[config.mk]
export PLATFORM = sky130hd
export DESIGN_NAME = egas_ctrl
export DESIGN_NICKNAME = d
export VERILOG_FILES = /design/src/rtl/egas_pkg.sv /design/src/rtl/egas_ctrl.sv
export SDC_FILE = /design/constraint.sdc
export NUM_CORES = 1
export LEC_CHECK = 0
export BUFFER_PORTS_ARGS = -buffer_cell sky130_fd_sc_hd__buf_2
export CELL_PAD_IN_SITES_DETAIL_PLACEMENT = 0
export CELL_PAD_IN_SITES_GLOBAL_PLACEMENT = 1
export CORE_AREA = 2 2 39 41
export CTS_BUF_LIST = sky130_fd_sc_hd__clkbuf_8 sky130_fd_sc_hd__clkbuf_16
export DETAILED_ROUTE_END_ITERATION = 10
export DIE_AREA = 0 0 41 43
export GPL_ROUTABILITY_DRIVEN = 0
export PLACE_DENSITY = 0.73
export SKIP_CTS_REPAIR_TIMING = 1
export SLEW_MARGIN = 30
export SYNTH_ARGS = -nofsm -noshare
export SYNTH_HDL_FRONTEND = slang
export SYNTH_SLANG_ARGS = --single-unit
[constraint.sdc]
create_clock -name clk -period 1 [get_ports clk]
set_input_delay 0.15 -clock clk [delete_from_list [all_inputs] [get_ports clk]]
set_output_delay 0.15 -clock clk [all_outputs]
set_load 0.02 [all_outputs]
[src/rtl/egas_pkg.sv]
// egas_pkg: shared types, constants and command/status structs
// used by the epsilon-greedy select controller, datapath and top level

package egas_pkg;

	localparam int NumStates  = 256;
	localparam int NumChoices = 8;
	localparam int StateW     = 8;
	localparam int ChoiceW    = 3;
	localparam int CountW     = 4;
	localparam int ValueW     = 32;
	localparam int ProbW      = 17;
	localparam int EpsW       = 16;
	localparam int AddrW      = StateW + ChoiceW;
	localparam int NumW       = 20;
	localparam int DenW       = 7;
	localparam int CfgIdxW    = 1;

	localparam logic [CfgIdxW-1:0] CFG_EPSILON = 1'd0;
	localparam logic [CfgIdxW-1:0] CFG_INUSE   = 1'd1;

	localparam logic [1:0] ACT_WRITE_VALUE = 2'd0;
	localparam logic [1:0] ACT_WRITE_MASK  = 2'd1;
	localparam logic [1:0] ACT_SELECT      = 2'd2;

	localparam logic [EpsW-1:0] EPS_RESET   = 16'd6554;
	localparam logic [CountW-1:0] INUSE_RESET = 4'd8;

	typedef enum logic [2:0] {
		ST_IDLE,
		ST_CLEAR,
		ST_SCAN,
		ST_PICK,
		ST_DIV,
		ST_DONE
	} egas_state_t;

	// controller to datapath
	typedef struct packed {
		logic clear_step;
		logic load;
		logic scan_step;
		logic pick;
		logic div_start;
		logic div_step;
		logic finish;
	} egas_cmd_t;

	// datapath to controller
	typedef struct packed {
		logic clear_last;
		logic scan_last;
		logic div_last;
		logic is_select;
	} egas_status_t;

endpackage

[src/rtl/egas_ctrl.sv]
// egas_ctrl: controller state machine for the select unit
// depends on egas_pkg command and status types

module egas_ctrl
	import egas_pkg::*;
(
	input  logic         clk,
	input  logic         arst_n,
	input  logic         in_valid,
	output logic         in_ready,
	output logic         out_valid,
	input  logic         out_ready,
	input  egas_status_t status,
	output egas_cmd_t    cmd
);

	egas_state_t state_q, state_d;
	logic        out_valid_q;
	logic        res_free;

	// result register can take a new result
	assign res_free = !out_valid_q || out_ready;

	// next state
	always_comb begin
		state_d = state_q;
		unique case (state_q)
			ST_CLEAR: if (status.clear_last) state_d = ST_IDLE;
			ST_IDLE: if (in_valid) state_d = ST_SCAN;
			ST_SCAN: begin
				if (status.scan_last) state_d = status.is_select ? ST_PICK : ST_DONE;
			end
			ST_PICK: state_d = ST_DIV;
			ST_DIV: if (status.div_last) state_d = ST_DONE;
			ST_DONE: if (res_free) state_d = ST_IDLE;
			default: state_d = ST_IDLE;
		endcase
	end

	// command outputs
	always_comb begin
		cmd = '0;
		in_ready = 1'b0;
		unique case (state_q)
			ST_CLEAR: cmd.clear_step = 1'b1;
			ST_IDLE: begin
				in_ready = 1'b1;
				cmd.load = in_valid;
			end
			ST_SCAN: cmd.scan_step = 1'b1;
			ST_PICK: begin
				cmd.pick = 1'b1;
				cmd.div_start = 1'b1;
			end
			ST_DIV: cmd.div_step = 1'b1;
			ST_DONE: cmd.finish = res_free;
			default: ;
		endcase
	end

	always_ff @(posedge clk or negedge arst_n) begin
		if (!arst_n) begin
			state_q     <= ST_CLEAR;
			out_valid_q <= 1'b0;
		end else begin
			state_q <= state_d;
			if (cmd.finish) out_valid_q <= 1'b1;
			else if (out_ready) out_valid_q <= 1'b0;
		end
	end

	assign out_valid = out_valid_q;

endmodule

==> results.cfg, run 1 <==
[grt]
grt_max_degree = 10
grt_remaining_overflow = 0
grt_usage_pct = 9.07
grt_pass1_vias = 240
antenna_found_initial = 0
grt_pass1_wl_mm = 1.01

[synth]
ys_warn_count = 0
ys_ff_latch = 4
synth_top_flop_cell = dfrtp_1
syn_inst = 31
synth_common_cells = dfrtp_1, nor2_1
synth_top_area_share_pct = 24.4
ys_types = 20
synth_edf_count = 0
synth_top_cell_by_area = dfrtp_1
synthTopCellsByArea = dfrtp_1, a2111oi_4, dfstp_2
syn_nets = 39
yosysSeqAreaShare_pct = 32.9
ys_async_sr_fraction_pct = 100
avgSynthCellArea_um2 = 9.93
synth_area_um2 = 308

[power_and_ir_drop]
combPwrFrac_pct = 59.6
p_sw_share_pct = 38.4
p_leak_nw = 0.276
clockPowerShare_pct = 19.7
switchingPower_mw = 0.688
internal_power_mw = 1.11
p_seq_share_pct = 20.7
p_total_mw = 1.79
ir_worst_vdd_v = 0.00102
powerDensity_nw_per_um2 = 3240

[floorplan]
die_height_um = 43
core-area_um2 = 1380
initial_core_util_pct = 22.2
dieArea_um2 = 1760
ios = 17
rows = 14
die_w_um = 41

[hold_path]
hp-class = primary input to flip-flop

[clock_tree]
cts_made_buffers = 3
h-tree-depth = 1
clk_pin_slew_ps = 30
clock-root-buffer = clkbuf_8
cts_num_sinks = 4
clk_latency_ps = 220
cts_tree = built
clock_path_buffers = 2

[cells_and_area]
area_growth_pct = 80.1
final_cells = 74
n_antenna_cell = 0
postLayoutCellArea_um2 = 554
nNetsFinal = 67
final_core_util_pct = 40.1
drive_above_1_share_pct = 67.2

[sta]
fmax_mhz = 752
fin_crit_sh_pct = 133
clock-skew-final_ps = 2.36
tns_ps = -2820
worst-slew-pin-transition_ps = 278
maxSlewViolCount = 0
finalSetupViolCount = 12
slew_headroom_pct = 81.4
rsz0062_at_grt = yes
period_needed_ps = 1330
fin_ws_ps = -329
hold_viol = 0

[routing]
num_vias = 307
wl_um = 698
drtPass1Iterations = 2
antenna_left = 0
drc = 0
drt_iter0_drc = 3
vias_per_cell = 4.15
wl_per_cell_um = 9.43

[place]
place_hpwl_um = 527
place_area_um2 = 453
place_inst = 67
numPortBuffers = 16

[run_status]
violations = setup timing
status = finished, violations left

[worst_setup_path]
worst-path-max-fanout = 6
worst-setup-path-type = flip-flop to primary output
cp-end-kind = primary output
r2r_slack_ps = -200
required_ps = 850
worstSetupStartpointType = flip-flop
arrival_ps = 1180

[flow_run]
drv_cap = 0
## power groups by stage
stage	sequential, mW	clock (mW)	combinational, mW
2_1_floorplan	0.300	0	0.741
3_3_place_gp	0.378	0	0.926
3_5_place_dp	0.388	0	0.924
4_1_cts	0.386	0.364	0.927
5_1_grt	0.390	0.378	1.15
6_report	0.371	0.354	1.07
## state kept, by name (all words and copies together), names as in the netlist
register / count
out_valid: 1
state_q: 3
## layer usage
layer / vias up / GRT usage [%] / routed length [um]
met4: 0 / 8.00 / 23
met2: 10 / 10.0 / 311
met3: 2 / 3.14 / 46
met1: 136 / 13.0 / 316
met5: - / 0 / 0
li1: 159 / - / -
## kinds of logic after synthesis
family                 count (synthesis)  share of synthesized area, %
muxes                                  1                          3.25
buffers and inverters                  4                          12.2
AOI/OAI and AO/OA                      6                          18.3
and+or+nand+nor                       16                          33.3
DFF                                    4                          32.9
## worst paths after layout
kind | from | end | depth (start not counted)
max reg2reg | state_q[0] | state_q[2] | 5
max | state_q[0] | cmd[0] | 3
max in group asynchronous | arst_n | state_q[0] | 2
min in group asynchronous | arst_n | out_valid | 2
min | out_ready | out_valid | 3
min reg2reg | out_valid | out_valid | 2
## cell usage in the layout, fill, tap and decap left out, types with 2 or more instances in the layout
master and instances:
o21ai_1 2, buf_4 11, nor2b_1 2, nor2_1 2, dfrtp_1 2, buf_6 4, buf_2 11, nand2b_1 2
clkbuf_8 3
## worst max-delay path, cell delays in order (launching register included)
cell      delay, ps
dfstp_2         580
nand3b_1        150
nor2_4          120
buf_6           120
## final cells by class
type                            count  area, um^2
Clock buffer                        3        41.3
Clock inverter                      1        3.75
Fill cell                         143         830
Multi-Input combinational cell     23         194
Sequential cell                     4         103
Tap cell                           16        20.0
Timing Repair Buffer               27         193
## metrics by stage
step           worst slack (ps)  hold slack (ps)
2_1_floorplan              -228             -146
3_3_place_gp               -158            -45.6
3_5_place_dp               -178            -41.4
4_1_cts                    -411             -275
5_1_grt                    -390              255
6_report                   -329              229
No activity file was read; power rests on OpenSTA's default activity.
==> run 2, diff against run 1 <==
Settings changed: SKIP_CTS_REPAIR_TIMING 1 to default.
==> results.cfg, run 2 (same netlist as run 1, synthesis figures left out) <==
[cells_and_area]
drive_above_1_share_pct = 72.4
nNetsFinal = 67
layout_commonest_cell = buf_4
postLayoutCellArea_um2 = 577
largest_reg_flops = 3
n_fill_cell = 149
layout_common_cells = buf_4, buf_2, buf_6
regMostFlops = state_q
area_growth_pct = 87.4
final_cells = 74
n_antenna_cell = 0

[worst_setup_path]
r2r-start = state_q[0]
slowest_delay_ps = 600
cp-end-kind = primary output
crit_slowest_cell = dfstp_2
cp-startpoint = state_q[0]
worst-path-max-fanout = 8
required_ps = 850
r2r_slack_ps = -180
worstPathCellList = nand3b_1, nor2_4, buf_6
worstSetupStartpointType = flip-flop
worst-setup-path-type = flip-flop to primary output
rr_worst_depth = 4
arrival_ps = 1210
r2r_end = state_q[0]

[sta]
fmax_mhz = 737
rsz0062_at_grt = yes
period_needed_ps = 1360
hold_viol = 0
maxSlewViolCount = 0
clock-skew-final_ps = 2.34
worst-slew-pin-transition_ps = 257
slew_headroom_pct = 82.8
fin_crit_sh_pct = 136
finalSetupViolCount = 12
fin_ws_ps = -357

[hold_path]
worst_hold_startpoint = out_ready
whs_path_depth = 3
hold_end = out_valid
hp-class = primary input to flip-flop

[place]
place_hpwl_um = 527
place_inst = 67
numPortBuffers = 16
place_area_um2 = 453

[floorplan]
die_height_um = 43
ios = 17
rows = 14
dieArea_um2 = 1760
core-area_um2 = 1380
initial_core_util_pct = 22.2
die_w_um = 41

[grt]
grt_max_degree = 9
antenna_found_initial = 0
grt_pass1_vias = 270
grt_usage_pct = 9.68
grt_remaining_overflow = 0
grt_pass1_wl_mm = 1.09

[routing]
vias_per_cell = 4.19
antenna_left = 0
drc = 0
wl_um = 700
drt_iter0_drc = 0
wl_per_cell_um = 9.46
num_vias = 310
drtPass1Iterations = 1

[power_and_ir_drop]
powerDensity_nw_per_um2 = 3270
p_leak_nw = 0.281
ir_worst_vdd_v = 0.00102

[clock_tree]
clk_pin_slew_ps = 30
cts_tree = built
clock-root-buffer = clkbuf_8
cts_num_sinks = 4
clock_path_buffers = 2
clk_latency_ps = 220
cts_made_buffers = 3
h-tree-depth = 1

[run_status]
status = finished, violations left
violations = setup timing

[flow_run]
drv_cap = 0
==> run 2: cell counts in the layout (fill, tap and decap cells not counted) <==
No cell type changed its count.
==> run 2: per-layer routing <==
| layer | track usage, % | wire length, um |
|---|---|---|
| met4 | 8.00 | 23 |
| met1 | 13.0 | 320 |
| met3 | 3.14 | 45 |
| met5 | 0 | 0 |
| met2 | 11.9 | 310 |
==> run 2: how the worst max path moves through the flow <==
stage	slack [ps]	end	cells after the start
after detailed placement	-180	cmd[0]	3
after CTS	-360	cmd[0]	3
after floorplan	-230	cmd[3]	3
after global routing	-420	cmd[0]	3
final	-360	cmd[0]	3
after global placement	-160	cmd[0]	3
==> run 2: cell type report <==
| class | count | area (um^2) | share of cell area [%] |
|---|---|---|---|
| Sequential cell | 4 | 104 | 18.0 |
| Clock inverter | 1 | 3.75 | 0.651 |
| Tap cell | 16 | 20.0 | 3.47 |
| Multi-Input combinational cell | 23 | 203 | 35.1 |
| Timing Repair Buffer | 27 | 205 | 35.6 |
| Clock buffer | 3 | 41.3 | 7.16 |
==> run 2: through the flow <==
step                power [mW]  hold slack [ps]  util [%]  TNS, ps  worst slack, ps
floorplan                 1.04             -146         -    -1020             -228
global placement          1.30            -45.6      32.7    -1040             -158
detailed placement        1.31            -41.4      32.7    -1150             -178
CTS                       1.90              233      41.4    -2850             -360
global route              2.03              253      41.7    -3400             -416
finish                    1.89              228      41.7    -2780             -357
==> run 2: critical path, delay by kind of cell (launching register included) <==
kind,cells,cell delay [ps]
buffers and inverters,1,120
and+or+nand+nor,2,270
DFF,1,600
==> run 2: timing repair <==
| item | CTS | global route |
|---|---|---|
| setup buffers | 2 | 1 |
| cloned | 0 | 0 |
| pin swaps | 1 | 1 |
| resized for setup | 17 | 2 |
| endpoints found under the hold margin | 4 | 0 |
| hold buffers | 1 | 0 |
| setup endpoints to repair | 12 | 12 |
==> run 2: power breakdown <==
| part | total (mW) | switching [mW] | internal, mW |
|---|---|---|---|
| combinational | 1.14 | 0.481 | 0.659 |
| sequential | 0.393 | 0.142 | 0.252 |
| clock | 0.354 | 0.0914 | 0.262 |
==> run 3, diff against run 2 <==
Settings changed: ABC_AREA from default to 1, CORE_AREA 2 2 39 41 to default, CORE_MARGIN from default to 2, CORE_UTILIZATION from default to 26, CTS_BUF_LIST sky130_fd_sc_hd__clkbuf_8 sky130_fd_sc_hd__clkbuf_16 to sky130_fd_sc_hd__clkbuf_2, DIE_AREA 0 0 41 43 to default, PLACE_DENSITY 0.73 to 0.83.
==> results.cfg, run 3 <==
[synth]
synthTopCellsByArea = dfrtp_1, nand2_1, nand3_1
synth_edf_count = 0
yosysSeqAreaShare_pct = 29.7
synthMuxAreaShare_pct = 0
yosysMostFrequentCell = nand2_1
synth_area_um2 = 342
synth_compound_area_share_pct = 6.96
avgSynthCellArea_um2 = 6.44
ys_async_sr_fraction_pct = 100
ys_types = 16
synth_common_cells = nand2_1, inv_1, nand3_1
synth_top_area_share_pct = 22.0
syn_inst = 53
synth_top_family_by_area = simple AND/OR/NAND/NOR gates
synth-simple-area-share_pct = 45.8
syn_nets = 61
ys_ff_latch = 4
synth_top_cell_by_area = dfrtp_1
synth_top_flop_cell = dfrtp_1
synth_xor_area_share_pct = 0
ys_warn_count = 0
synth-adder-area-share_pct = 0

[grt]
grt_remaining_overflow = 0
grt_pass1_wl_mm = 1.37
grt_pass1_vias = 344
grt_max_degree = 6
antenna_found_initial = 0
grt_usage_pct = 12.7

[worst_setup_path]
r2r-start = state_q[0]
r2r_slack_ps = -250
worst-setup-path-type = flip-flop to primary output
rr_worst_depth = 8
required_ps = 850
worstSetupStartpointType = flip-flop
arrival_ps = 1200
cp-end-kind = primary output
r2r_end = state_q[2]
worst-path-max-fanout = 5

[cells_and_area]
final_core_util_pct = 51.8
area_growth_pct = 92.3
n_antenna_cell = 0
regArea_um2 = 103
regMostFlops = state_q
nNetsFinal = 88
multi_input_area_um2 = 274
drive_above_1_share_pct = 70.9
largest_reg_flops = 3
n_fill_cell = 116
layout_common_cells = buf_2, buf_6, nand2_1

[power_and_ir_drop]
p_total_mw = 1.94
ir_worst_vdd_v = 0.00111
clockPowerShare_pct = 9.0
p_leak_nw = 0.353
powerDensity_nw_per_um2 = 2950
p_seq_share_pct = 18.2
combPwrFrac_pct = 72.8
internal_power_mw = 0.954
switchingPower_mw = 0.984
p_sw_share_pct = 50.8

[clock_tree]
clock_path_buffers = 2
clk_latency_ps = 210
clock-root-buffer = clkbuf_2
cts_num_sinks = 4
clk_pin_slew_ps = 50
cts_tree = built
h-tree-depth = 1
cts_made_buffers = 3

[floorplan]
die_w_um = 40.2
ios = 17
initial_core_util_pct = 26.9
core-area_um2 = 1270
die_height_um = 40.2
rows = 13
dieArea_um2 = 1620

[run_status]
status = finished, violations left
violations = setup timing

[sta]
fin_crit_sh_pct = 135
finalSetupViolCount = 11
slew_headroom_pct = 85.2
rsz0062_at_grt = yes
worst-slew-pin-transition_ps = 220
fin_ws_ps = -347
hold_viol = 0
clock-skew-final_ps = 10.8
fmax_mhz = 742
period_needed_ps = 1350
maxSlewViolCount = 0

[flow_run]
drv_cap = 0

[routing]
drc = 0
wl_um = 997
antenna_left = 0
num_vias = 402
vias_per_cell = 4.28
drtPass1Iterations = 2
drt_iter0_drc = 2
wl_per_cell_um = 10.6

[place]
numPortBuffers = 16
place_hpwl_um = 654

[hold_path]
hp-class = primary input to async pin
## run 3: cell count changes in the layout (fill, tap and decap cells not counted), sizes merged, moves of 2 or more
cell	delta
nor2	+4
nand2b	-2
nand2	+12
and3b	-2
buf	-4
nor2b	-2
nor3b	-2
inv	+12
nand3	+9
## run 3: layout make-up
cell class              instances  area share, %
flip-flops and latches          4           15.6
well taps                      15           2.86
inverters                      14           8.38
clock buffers                   4           3.05
multi-input cells              34           41.7
repair buffers                 23           28.4
## run 3: kinds of logic (layout without fill, tap and decap cells)
family	Yosys count	after routing
AND/OR/NAND/NOR	30	30
buffers and inverters	15	41
AO/OA/AOI/OAI	4	4
flip-flops	4	4
## run 3: worst max-delay path: stages, from the launching register on
cell	delay (ps)
dfstp_2	610
nand3_4	130
a21oi_4	130
buf_6	130
## run 3: timing repair
action	4_1_cts	5_1_grt
setup endpoints to repair	12	12
setup buffers	1	2
hold endpoints to repair	4	0
hold buffers	1	0
pin swaps	3	2
gates resized for setup	21	12
## run 3: metal layers
metal | global-route usage (%) | part of all wire, % | vias to the layer above
met5 | 0 | 0 | -
met4 | 5.00 | 0 | 0
met3 | 3.33 | 2.7 | 0
met2 | 19.4 | 53 | 5
met1 | 16.8 | 44 | 187
li1 | - | - | 210
## run 3: worst max-delay path by stage
stage	startpoint	end	slack, ps	depth (start not counted)
after floorplan	state_q[0]	state_q[2]	-100	6
after global placement	state_q[0]	state_q[2]	-180	6
after detailed placement	state_q[0]	state_q[2]	-190	6
after CTS	state_q[0]	cmd[5]	-340	4
after global routing	state_q[0]	cmd[6]	-410	3
final	state_q[0]	cmd[0]	-350	3
## run 3: per-stage QoR
step	TNS (ps)	cells	hold slack, ps	cell area (um^2)	worst slack, ps
6_report	-3230	94	276	657	-347
5_1_grt	-3980	94	275	657	-409
4_1_cts	-3180	92	249	604	-341
3_5_place_dp	-1250	86	-44.4	487	-191
3_3_place_gp	-1170	86	-44.2	487	-179
2_1_floorplan	-499	53	-146	377	-101
## run 3: power groups by stage
stage,clock network (mW),logic (mW),registers (mW)
6_report,0.175,1.41,0.353
5_1_grt,0.197,1.51,0.364
4_1_cts,0.187,1.23,0.338
3_5_place_dp,0,0.996,0.321
3_3_place_gp,0,0.996,0.320
2_1_floorplan,0,0.719,0.335
